$ cat src/rtl/abpd_pkg.sv
// Shared types, constants and register codes of the acoustic beep peak detector.
package abpd_pkg;

  localparam int NUM_TONES     = 6;
  localparam int TONE_W        = 3;
  localparam int NODE_W        = 2;
  localparam int THRESH_W      = 16;
  localparam int SPAN_W        = 24;
  localparam int CFG_IDX_W     = 3;
  localparam int CFG_DATA_W    = 24;

  localparam int AMP_BITS_DEF  = 16;
  localparam int TIME_BITS_DEF = 48;
  localparam int NUM_NODES_DEF = 3;

  localparam logic [THRESH_W-1:0] THRESH_RST    = THRESH_W'(32768);
  localparam logic [SPAN_W-1:0]   WINDOW_RST    = SPAN_W'(10000);
  localparam logic [SPAN_W-1:0]   QUIET_RST     = SPAN_W'(100000);
  localparam logic [TONE_W-1:0]   OWN_RST       = TONE_W'(2);
  localparam logic [TONE_W-1:0]   BCAST_RST     = TONE_W'(1);
  localparam logic [TONE_W-1:0]   START_RST     = TONE_W'(0);
  localparam logic [TONE_W-1:0]   FIRST_NODE_RST = TONE_W'(2);

  typedef enum logic [CFG_IDX_W-1:0] {
    REG_DETECT_THRESHOLD   = 3'd0,
    REG_PEAK_WINDOW        = 3'd1,
    REG_QUIET_AFTER_PEAK   = 3'd2,
    REG_OWN_TONE           = 3'd3,
    REG_BROADCAST_TONE     = 3'd4,
    REG_START_TONE         = 3'd5,
    REG_FIRST_NODE_TONE    = 3'd6
  } cfg_reg_e;

  typedef enum logic {
    OP_SPECTRUM = 1'b0,
    OP_RESUME   = 1'b1
  } opcode_e;

  typedef struct packed {
    logic [THRESH_W-1:0] detect_threshold;
    logic [SPAN_W-1:0]   peak_window_us;
    logic [SPAN_W-1:0]   quiet_after_peak_us;
    logic [TONE_W-1:0]   own_tone_index;
    logic [TONE_W-1:0]   broadcast_tone_index;
    logic [TONE_W-1:0]   start_tone_index;
    logic [TONE_W-1:0]   first_node_tone_index;
  } cfg_t;

  typedef struct packed {
    logic              respond_request;
    logic              delay_valid;
    logic [NODE_W-1:0] delay_node;
    logic              searching;
    logic              beep_done;
    logic [TONE_W-1:0] tone_index;
  } res_flags_t;

endpackage

$ cat src/rtl/acoustic_beep_peak_detector_top.sv
// Top level of the acoustic beep peak detector: handshakes, registers and datapath.
//
// One spectrum update (or transmit-finished event) enters per clock, unless the
// result register is held by out_ready, and yields exactly one result item. The
// block sustains one item per cycle while results are taken. An item is held in
// the input register and moves into the result register at the first edge at
// which the result register is empty or its item is taken at that edge. Its result
// is then offered from the result register. The rate is set by the detector
// state loop, which is updated once per item: a six-way threshold compare, an
// amplitude compare and a few time-stamp adds and compares. Configuration
// writes are always taken (cfg_ready is tied high) and must only be issued
// while no item is in flight. Writes to an index past the last register are
// dropped. Time sums wrap modulo 2**TIME_BITS.
module acoustic_beep_peak_detector_top import abpd_pkg::*; #(
  parameter int AMP_BITS  = AMP_BITS_DEF,
  parameter int TIME_BITS = TIME_BITS_DEF,
  parameter int NUM_NODES = NUM_NODES_DEF
) (
  input  logic                  clk,
  input  logic                  rst,
  // configuration write channel
  input  logic                  cfg_valid,
  output logic                  cfg_ready,
  input  logic [CFG_IDX_W-1:0]  cfg_index,
  input  logic [CFG_DATA_W-1:0] cfg_data,
  // input item channel
  input  logic                  in_valid,
  output logic                  in_ready,
  input  logic                  opcode,
  input  logic [TIME_BITS-1:0]  now_us,
  input  logic [AMP_BITS-1:0]   amp_0,
  input  logic [AMP_BITS-1:0]   amp_1,
  input  logic [AMP_BITS-1:0]   amp_2,
  input  logic [AMP_BITS-1:0]   amp_3,
  input  logic [AMP_BITS-1:0]   amp_4,
  input  logic [AMP_BITS-1:0]   amp_5,
  // result item channel
  output logic                  out_valid,
  input  logic                  out_ready,
  output logic                  respond_request,
  output logic                  delay_valid,
  output logic [NODE_W-1:0]     delay_node,
  output logic [TIME_BITS-1:0]  delay_us,
  output logic                  searching,
  output logic                  beep_done,
  output logic [TONE_W-1:0]     tone_index
);

  cfg_t cfg;

  // input register
  logic                              in_full;
  logic                              opcode_r;
  logic [TIME_BITS-1:0]              now_r;
  logic [NUM_TONES-1:0][AMP_BITS-1:0] amp_r;

  logic advance;

  logic                 hit;
  logic [TONE_W-1:0]    hit_tone;
  logic [AMP_BITS-1:0]  hit_amp;
  logic [AMP_BITS-1:0]  cur_amp;
  logic [TONE_W-1:0]    current_tone;
  res_flags_t           flags;
  logic [TIME_BITS-1:0] delay_calc;

  // Advance the held item into the result register whenever that register is
  // empty or its item is being taken this cycle.
  assign advance   = in_full && (!out_valid || out_ready);
  assign in_ready  = !in_full || advance;
  assign cfg_ready = 1'b1;

  // configuration registers
  always_ff @(posedge clk) begin
    if (rst) begin
      cfg.detect_threshold      <= THRESH_RST;
      cfg.peak_window_us        <= WINDOW_RST;
      cfg.quiet_after_peak_us   <= QUIET_RST;
      cfg.own_tone_index        <= OWN_RST;
      cfg.broadcast_tone_index  <= BCAST_RST;
      cfg.start_tone_index      <= START_RST;
      cfg.first_node_tone_index <= FIRST_NODE_RST;
    end else if (cfg_valid && cfg_ready) begin
      unique case (cfg_index)
        REG_DETECT_THRESHOLD: cfg.detect_threshold      <= cfg_data[THRESH_W-1:0];
        REG_PEAK_WINDOW:      cfg.peak_window_us        <= cfg_data[SPAN_W-1:0];
        REG_QUIET_AFTER_PEAK: cfg.quiet_after_peak_us   <= cfg_data[SPAN_W-1:0];
        REG_OWN_TONE:         cfg.own_tone_index        <= cfg_data[TONE_W-1:0];
        REG_BROADCAST_TONE:   cfg.broadcast_tone_index  <= cfg_data[TONE_W-1:0];
        REG_START_TONE:       cfg.start_tone_index      <= cfg_data[TONE_W-1:0];
        REG_FIRST_NODE_TONE:  cfg.first_node_tone_index <= cfg_data[TONE_W-1:0];
        default: ;  // drop writes past the register list
      endcase
    end
  end

  // input register: hold until the item advances
  always_ff @(posedge clk) begin
    if (rst) begin
      in_full <= 1'b0;
    end else if (in_ready) begin
      in_full <= in_valid;
    end
  end

  always_ff @(posedge clk) begin
    if (in_valid && in_ready) begin
      opcode_r <= opcode;
      now_r    <= now_us;
      amp_r[0] <= amp_0;
      amp_r[1] <= amp_1;
      amp_r[2] <= amp_2;
      amp_r[3] <= amp_3;
      amp_r[4] <= amp_4;
      amp_r[5] <= amp_5;
    end
  end

  abpd_detect #(
    .AMP_BITS (AMP_BITS)
  ) u_detect (
    .amps         (amp_r),
    .threshold    (cfg.detect_threshold),
    .current_tone (current_tone),
    .hit          (hit),
    .hit_tone     (hit_tone),
    .hit_amp      (hit_amp),
    .cur_amp      (cur_amp)
  );

  abpd_core #(
    .AMP_BITS  (AMP_BITS),
    .TIME_BITS (TIME_BITS),
    .NUM_NODES (NUM_NODES)
  ) u_core (
    .clk          (clk),
    .rst          (rst),
    .cfg          (cfg),
    .fire         (advance),
    .opcode       (opcode_r),
    .now_us       (now_r),
    .hit          (hit),
    .hit_tone     (hit_tone),
    .hit_amp      (hit_amp),
    .cur_amp      (cur_amp),
    .current_tone (current_tone),
    .flags        (flags),
    .delay_us     (delay_calc)
  );

  // result register: valid drops once the item is taken and nothing follows
  always_ff @(posedge clk) begin
    if (rst) begin
      out_valid <= 1'b0;
    end else if (advance) begin
      out_valid <= 1'b1;
    end else if (out_ready) begin
      out_valid <= 1'b0;
    end
  end

  always_ff @(posedge clk) begin
    if (advance) begin
      respond_request <= flags.respond_request;
      delay_valid     <= flags.delay_valid;
      delay_node      <= flags.delay_node;
      delay_us        <= delay_calc;
      searching       <= flags.searching;
      beep_done       <= flags.beep_done;
      tone_index      <= flags.tone_index;
    end
  end

endmodule

$ cat src/rtl/abpd_detect.sv
// Per-tone threshold compare, lowest-tone pick and current-tone amplitude select.
module abpd_detect import abpd_pkg::*; #(
  parameter int AMP_BITS = AMP_BITS_DEF
) (
  input  logic [NUM_TONES-1:0][AMP_BITS-1:0] amps,
  input  logic [THRESH_W-1:0]                threshold,
  input  logic [TONE_W-1:0]                  current_tone,
  output logic                               hit,
  output logic [TONE_W-1:0]                  hit_tone,
  output logic [AMP_BITS-1:0]                hit_amp,
  output logic [AMP_BITS-1:0]                cur_amp
);

  localparam int CMP_W = (AMP_BITS > THRESH_W) ? AMP_BITS : THRESH_W;

  logic [NUM_TONES-1:0] above;

  always_comb begin
    for (int i = 0; i < NUM_TONES; i++) begin
      above[i] = CMP_W'(amps[i]) > CMP_W'(threshold);
    end
  end

  // lowest tone index wins
  always_comb begin
    hit      = |above;
    hit_tone = '0;
    hit_amp  = '0;
    for (int i = NUM_TONES - 1; i >= 0; i--) begin
      if (above[i]) begin
        hit_tone = TONE_W'(i);
        hit_amp  = amps[i];
      end
    end
  end

  always_comb begin
    cur_amp = '0;
    for (int i = 0; i < NUM_TONES; i++) begin
      if (current_tone == TONE_W'(i)) begin
        cur_amp = amps[i];
      end
    end
  end

endmodule

$ cat src/rtl/abpd_core.sv
// Detector state, peak search and beep classification, one item per cycle when fire is high.
module abpd_core import abpd_pkg::*; #(
  parameter int AMP_BITS  = AMP_BITS_DEF,
  parameter int TIME_BITS = TIME_BITS_DEF,
  parameter int NUM_NODES = NUM_NODES_DEF
) (
  input  logic                 clk,
  input  logic                 rst,
  input  cfg_t                 cfg,
  input  logic                 fire,
  input  logic                 opcode,
  input  logic [TIME_BITS-1:0] now_us,
  input  logic                 hit,
  input  logic [TONE_W-1:0]    hit_tone,
  input  logic [AMP_BITS-1:0]  hit_amp,
  input  logic [AMP_BITS-1:0]  cur_amp,
  output logic [TONE_W-1:0]    current_tone,
  output res_flags_t           flags,
  output logic [TIME_BITS-1:0] delay_us
);

  logic                 transmitting, transmitting_next;
  logic                 search_active, search_active_next;
  logic [TONE_W-1:0]    current_tone_next;
  logic [TONE_W-1:0]    previous_tone, previous_tone_next;
  logic [AMP_BITS-1:0]  peak_amplitude, peak_amplitude_next;
  logic [TIME_BITS-1:0] peak_time, peak_time_next;
  logic [TIME_BITS-1:0] window_end, window_end_next;
  logic [TIME_BITS-1:0] listen_from, listen_from_next;
  logic [TIME_BITS-1:0] other_node_time, other_node_time_next;

  logic [TONE_W-1:0] cur_off, prev_off;
  logic              cur_is_node, prev_is_node;

  assign cur_off      = current_tone - cfg.first_node_tone_index;
  assign prev_off     = previous_tone - cfg.first_node_tone_index;
  assign cur_is_node  = (current_tone >= cfg.first_node_tone_index) && (cur_off < NUM_NODES);
  assign prev_is_node = (previous_tone >= cfg.first_node_tone_index) && (prev_off < NUM_NODES);

  always_comb begin
    transmitting_next    = transmitting;
    search_active_next   = search_active;
    current_tone_next    = current_tone;
    previous_tone_next   = previous_tone;
    peak_amplitude_next  = peak_amplitude;
    peak_time_next       = peak_time;
    window_end_next      = window_end;
    listen_from_next     = listen_from;
    other_node_time_next = other_node_time;
    flags                = '0;
    delay_us             = '0;

    if (opcode == OP_RESUME) begin
      transmitting_next = 1'b0;
    end else if (!transmitting && (now_us >= listen_from)) begin
      if (search_active) begin
        if (now_us >= window_end) begin
          // window closed: classify the beep
          flags.beep_done = 1'b1;
          if ((current_tone == cfg.own_tone_index) ||
              (current_tone == cfg.broadcast_tone_index)) begin
            flags.respond_request = 1'b1;
            transmitting_next     = 1'b1;
          end else if (cur_is_node) begin
            other_node_time_next = peak_time;
          end else if (current_tone == cfg.start_tone_index) begin
            if (prev_is_node) begin
              flags.delay_valid = 1'b1;
              flags.delay_node  = prev_off[NODE_W-1:0];
              delay_us          = peak_time - other_node_time;
            end
          end
          previous_tone_next  = current_tone;
          peak_amplitude_next = '0;
          search_active_next  = 1'b0;
          listen_from_next    = peak_time + TIME_BITS'(cfg.quiet_after_peak_us);
        end else if (cur_amp > peak_amplitude) begin
          peak_amplitude_next = cur_amp;
          peak_time_next      = now_us;
        end
      end else if (hit) begin
        peak_amplitude_next = hit_amp;
        peak_time_next      = now_us;
        current_tone_next   = hit_tone;
        window_end_next     = now_us + TIME_BITS'(cfg.peak_window_us);
        search_active_next  = 1'b1;
      end
    end

    flags.searching  = search_active_next;
    flags.tone_index = current_tone_next;
  end

  always_ff @(posedge clk) begin
    if (rst) begin
      transmitting    <= 1'b0;
      search_active   <= 1'b0;
      current_tone    <= '0;
      previous_tone   <= '0;
      peak_amplitude  <= '0;
      peak_time       <= '0;
      window_end      <= '0;
      listen_from     <= '0;
      other_node_time <= '0;
    end else if (fire) begin
      transmitting    <= transmitting_next;
      search_active   <= search_active_next;
      current_tone    <= current_tone_next;
      previous_tone   <= previous_tone_next;
      peak_amplitude  <= peak_amplitude_next;
      peak_time       <= peak_time_next;
      window_end      <= window_end_next;
      listen_from     <= listen_from_next;
      other_node_time <= other_node_time_next;
    end
  end

  a_respond_enters_tx: assert property (@(posedge clk) disable iff (rst)
    fire && flags.respond_request |=> transmitting)
    else $error("respond request did not enter transmitting");

  a_delay_on_start_close: assert property (@(posedge clk) disable iff (rst)
    fire && flags.delay_valid |-> flags.beep_done && (current_tone == cfg.start_tone_index))
    else $error("delay reported outside a start-tone close");

  a_done_stops_search: assert property (@(posedge clk) disable iff (rst)
    fire && flags.beep_done |=> !search_active && (previous_tone == $past(current_tone)))
    else $error("closed search left active");

  a_idle_holds_state: assert property (@(posedge clk) disable iff (rst)
    !fire && !rst |=> $stable(peak_time) && $stable(listen_from) && $stable(search_active))
    else $error("state changed without an item");

endmodule
$ cat config.mk
export PLATFORM = sky130hd
export DESIGN_NAME = acoustic_beep_peak_detector_top
export DESIGN_NICKNAME = d
export VERILOG_FILES = /design/src/rtl/abpd_pkg.sv /design/src/rtl/acoustic_beep_peak_detector_top.sv /design/src/rtl/abpd_detect.sv /design/src/rtl/abpd_core.sv
export SDC_FILE = /design/constraint.sdc
export NUM_CORES = 1
export LEC_CHECK = 0
export ABC_AREA = 0
export BUFFER_PORTS_ARGS = -buffer_cell sky130_fd_sc_hd__buf_4
export CAP_MARGIN = 20
export CORE_MARGIN = 8
export CORE_UTILIZATION = 26
export DETAILED_ROUTE_END_ITERATION = 7
export SLEW_MARGIN = 40
export SYNTH_ARGS = -nofsm -noshare
export SYNTH_HDL_FRONTEND = slang
export SYNTH_SLANG_ARGS = --single-unit
$ cat constraint.sdc
create_clock -name clk -period 15.35 [get_ports clk]
set_input_delay 3.07 -clock clk [delete_from_list [all_inputs] [get_ports clk]]
set_output_delay 3.07 -clock clk [all_outputs]
set_load 0.05 [all_outputs]
==> flow_results.org <==
** Outcome
- Result of the run :: finished, final reports clean

** Synth
- Share of the yosys chip area belonging to registers :: 40.7%
- Gate count of the mapped netlist :: approximately 3200
- Yosys synthesis warning count :: 0
- Number of different library cells in the post-synthesis netlist :: 76
- Mean instance size in the synthesized netlist :: between 9 and 10 um2
- EDFF count, synth :: 202
- The number of nets in the synthesized netlist is 3696.
- For this run, the leading register cell type out of synthesis is sky130_fd_sc_hd__dfxtp_1.
- Ranked by total cell area, the synthesized netlist is headed by sky130_fd_sc_hd__edfxtp_1 21%, sky130_fd_sc_hd__dfxtp_1 20%, sky130_fd_sc_hd__ha_1 13%.
- For this run, asynchronously set or reset flops after synthesis account for 0%.
- Fraction of synthesized cell area taken by the top area cell type :: between 20% and 30%
- Synthesized cell area :: 29300 um2
- Counting flops and latches in the post-synthesis netlist gives about 500.
- sky130_fd_sc_hd__edfxtp_1 takes more of the synthesized area than any other cell.

** Critical path
- Cells on worst reg2reg path :: 13
- The worst setup path is captured at an output pin.
- STA puts the critical path data required time at around 12 ns.
- The worst setup path is launched from an input pin.
- WS Path Type :: in -> out
- In this run the worst path has a maximum fanout of 4.
- Data arrival, critical path :: 3.70 ns

** STA
- Final hold analysis gives a worst-case slack of 0.451 ns.
- Share of the clock period used by the worst path after layout :: 44.1%
- After layout, the minimum clock period comes to ~6.8 ns.
- Max Fclk :: 0.148 GHz
- For the pin with the worst max-slew slack, the measured transition is 0.825 ns.
- Across the routed clock network, the largest skew measured is 0.0271 ns.
- Setup tns final :: 0 ns
- Final Hold Viols :: 0
- Setup repair after global routing left no endpoint under its margin.
- Final setup violation count :: 0
- Final Max Slew Viols :: 0
- The worst pin sits at a relative slew slack of between 40 and 50%.
- Once routing completed, OpenROAD measured the worst setup slack at approximately 8.6 ns.

** Clock tree
- Clock tree from TritonCTS :: built
- Count of H-tree levels built during CTS :: 2
- Clock-pin slew reported for the worst setup and hold paths after clock tree synthesis :: 0.06 ns
- At the later pin of the worst-skew pair, clock insertion delay measures roughly 0.63 ns.
- Hold repair after CTS inserted 0 buffers.
- TritonCTS buffer count :: 53
- Number of gates resized after CTS :: 0
- Post-CTS timing repair inserted 0 buffers for setup.
- The longest clock path from root to sink contains 3 buffers.
- Number of clock sinks seen by CTS :: 496
- Cell at the root of the clock tree :: sky130_fd_sc_hd__clkbuf_16

** Cells and area
- Summing all non-filler instances in the final layout gives an area of 34700 um2.
- Final standard cell utilization of the core :: 30.9%
- Area taken by multi-input logic gates :: 16000 um2
- Summing all flip-flop and latch instances after layout gives between 10000 and 15000 um2.
- Filler cells :: 11671
- In the final design database the tool counted just under 4000 nets.
- The post-route netlist has about an eighth of its cells at a drive strength greater than 1.
- Post-Layout Cell Count :: about 4900
- The area growth from synthesis to layout is 18.1%.

** Power
- Cell internal power was estimated by the tool at 2.45 mW.
- Leak pwr :: about 14 nW
- Net switching is 27.7% of the power.
- VDD sags by at most 0.0784 mV.
- Share of power burned in registers :: 43.5%
- In this run, the combinational gates consume 15.9% of the power.
- Power comes to 3.39 mW.
- Net switching component of the power :: 0.940 mW
- Power spread over the standard cell area amounts to roughly 98 nW/um2.
- Portion of total power attributed to the clock network :: 40.6%

** Flow run
- Number of maximum-capacitance violations :: 0

** Floorplanning
- The core region is roughly 110000 um2.
- Io pins :: 237
- Initial core utilization :: a little over a quarter
- Die width :: 352 um
- Row generation in the floorplan step produced 123 rows.
- The die covers 124000 um2.
- The die is 352 um tall.

** Place
- Input and output buffers added on the ports amount to 235.
- The congestion estimate from routability-driven global placement came to 0.897.
- Counting tap cells, the placed design contains a total of 4836 instances.
- Estimated wirelength of the detail-placed design :: 68500 um
- Worst slack at placement :: 8.58 ns
- The placed instances occupy a cell area of 32700 um2.

** Global route
- The via count of the first global-routing pass is 22590.
- Global route overflow :: 0
- Entering global routing, the biggest net connects roughly 120 pins.
- Initial antenna violation count :: 4
- Global-route wire length before repair :: 136000 um
- Global-route total usage across every layer :: 13.7%

** Detailed routing
- The first detailed-routing pass ran for 5 iterations.
- Detailed-route wire length per cell :: 18.1 um
- Remaining antenna violation count :: 0
- For this run, design rule violations remaining after detail routing come to 0.
- For this block, the routed nets add up to 89500 um of wire.
- The routed layout has 23941 vias.
- DRC marker count from the first detailed-route iteration :: 1547
- Dividing the detail-routed via count by the number of cells gives approximately 4.8.

** Min path
- The worst hold path belongs to the class reg -> reg.
- Along the worst hold path, the cell count comes to 2.
-- kinds of logic (layout without fill, tap and decap cells) --
family / count (synthesis) / in the layout / synth area share, %
other cells: 1 / 3 / 0.0128
simple gates: 994 / 994 / 15.2
fa+ha+maj: 314 / 314 / 13.5
flops: 496 / 496 / 40.7
buf+inv: 374 / 606 / 5.01
mux: 137 / 137 / 4.81
xor+xnor: 131 / 131 / 3.91
compound gates: 758 / 758 / 16.8
-- path summary, 6_finish.rpt --
| check | start | to | slack [ns] |
|---|---|---|---|
| max | out_ready | in_ready | 8.58 |
| min | u_core.window_end[4] | u_core.window_end[4] | 0.45 |
| max reg2reg | now_r[38] | u_core.other_node_time[31] | 10.46 |
| min reg2reg | u_core.window_end[4] | u_core.window_end[4] | 0.45 |
-- layer usage --
| metal | share of wire [%] | track usage, % | up-vias |
|---|---|---|---|
| met1 | 48 | 19.3 | 11222 |
| met5 | 0.042 | 0 | - |
| li1 | - | - | 11906 |
| met3 | 7.0 | 3.23 | 119 |
| met4 | 2.0 | 3.17 | 6 |
| met2 | 43 | 21.0 | 688 |
-- Yosys cell counts (31+ instances only) --
library cell / count
sky130_fd_sc_hd__a211oi_1: 101
sky130_fd_sc_hd__a21o_1: 71
sky130_fd_sc_hd__a21oi_1: 271
sky130_fd_sc_hd__a221oi_1: 34
sky130_fd_sc_hd__clkbuf_1: 102
sky130_fd_sc_hd__dfxtp_1: 294
sky130_fd_sc_hd__edfxtp_1: 202
sky130_fd_sc_hd__ha_1: 309
sky130_fd_sc_hd__inv_1: 245
sky130_fd_sc_hd__mux2i_1: 123
sky130_fd_sc_hd__nand2_1: 315
sky130_fd_sc_hd__nand3_1: 68
sky130_fd_sc_hd__nand4_1: 46
sky130_fd_sc_hd__nor2_1: 375
sky130_fd_sc_hd__nor3_1: 42
sky130_fd_sc_hd__o21ai_0: 79
sky130_fd_sc_hd__o22ai_1: 31
sky130_fd_sc_hd__xnor2_1: 86
sky130_fd_sc_hd__xor2_1: 45
-- sequential cells by signal, indices dropped and copies added (netlist names), 16 cells and up --
register and cells:
amp_r 96, cfg 76, delay_us 48, now_r 48, u_core.listen_from 48, u_core.other_node_time 48
u_core.peak_amplitude 16, u_core.peak_time 48, u_core.window_end 48
-- power by group through the flow --
stage,logic (mW),clock network [mW],registers [mW]
floorplan,0.361,0,1.50
CTS,0.539,1.42,1.48
global placement,0.529,0,1.50
finish,0.540,1.38,1.48
detailed placement,0.536,0,1.50
global route,0.600,1.47,1.48
-- placed cells by master (no fill, tap or decap), types with 12 or more instances in the layout --
| master | n |
|---|---|
| sky130_fd_sc_hd__a21oi_1 | 271 |
| sky130_fd_sc_hd__nand4_1 | 46 |
| sky130_fd_sc_hd__edfxtp_1 | 202 |
| sky130_fd_sc_hd__nor3_1 | 41 |
| sky130_fd_sc_hd__nand3b_1 | 14 |
| sky130_fd_sc_hd__o22ai_1 | 31 |
| sky130_fd_sc_hd__a211oi_1 | 101 |
| sky130_fd_sc_hd__and3_1 | 16 |
| sky130_fd_sc_hd__xnor2_1 | 86 |
| sky130_fd_sc_hd__o21a_1 | 17 |
| sky130_fd_sc_hd__clkbuf_16 | 55 |
| sky130_fd_sc_hd__a22oi_1 | 16 |
| sky130_fd_sc_hd__dfxtp_1 | 293 |
| sky130_fd_sc_hd__buf_4 | 252 |
| sky130_fd_sc_hd__o211ai_1 | 16 |
| sky130_fd_sc_hd__a21o_1 | 71 |
| sky130_fd_sc_hd__nor2_1 | 374 |
| sky130_fd_sc_hd__mux2_2 | 12 |
| sky130_fd_sc_hd__nand2_1 | 313 |
| sky130_fd_sc_hd__o21ai_0 | 79 |
| sky130_fd_sc_hd__clkbuf_8 | 12 |
| sky130_fd_sc_hd__xor2_1 | 45 |
| sky130_fd_sc_hd__mux2i_1 | 123 |
| sky130_fd_sc_hd__inv_1 | 245 |
| sky130_fd_sc_hd__a31oi_1 | 18 |
| sky130_fd_sc_hd__o21bai_1 | 15 |
| sky130_fd_sc_hd__nor2b_1 | 22 |
| sky130_fd_sc_hd__a221oi_1 | 34 |
| sky130_fd_sc_hd__nand3_1 | 66 |
| sky130_fd_sc_hd__ha_1 | 309 |
| sky130_fd_sc_hd__nand2b_1 | 24 |
-- area by class of cell --
cell class	instances	area share (%)
Timing Repair Buffer	260	5.78
Sequential cell	496	34.5
Clock inverter	25	0.921
Inverter	246	2.67
Antenna cell	2	0.0144
Multi-Input combinational cell	2335	46.2
Clock buffer	75	4.54
Tap cell	1500	5.41
-- critical path, stage by stage --
cell and delay (ns):
sky130_fd_sc_hd__buf_4 0.11, sky130_fd_sc_hd__nor2b_1 0.21, sky130_fd_sc_hd__nand2_1 0.11, sky130_fd_sc_hd__buf_4 0.20
(Power assumes the default switching activity.)
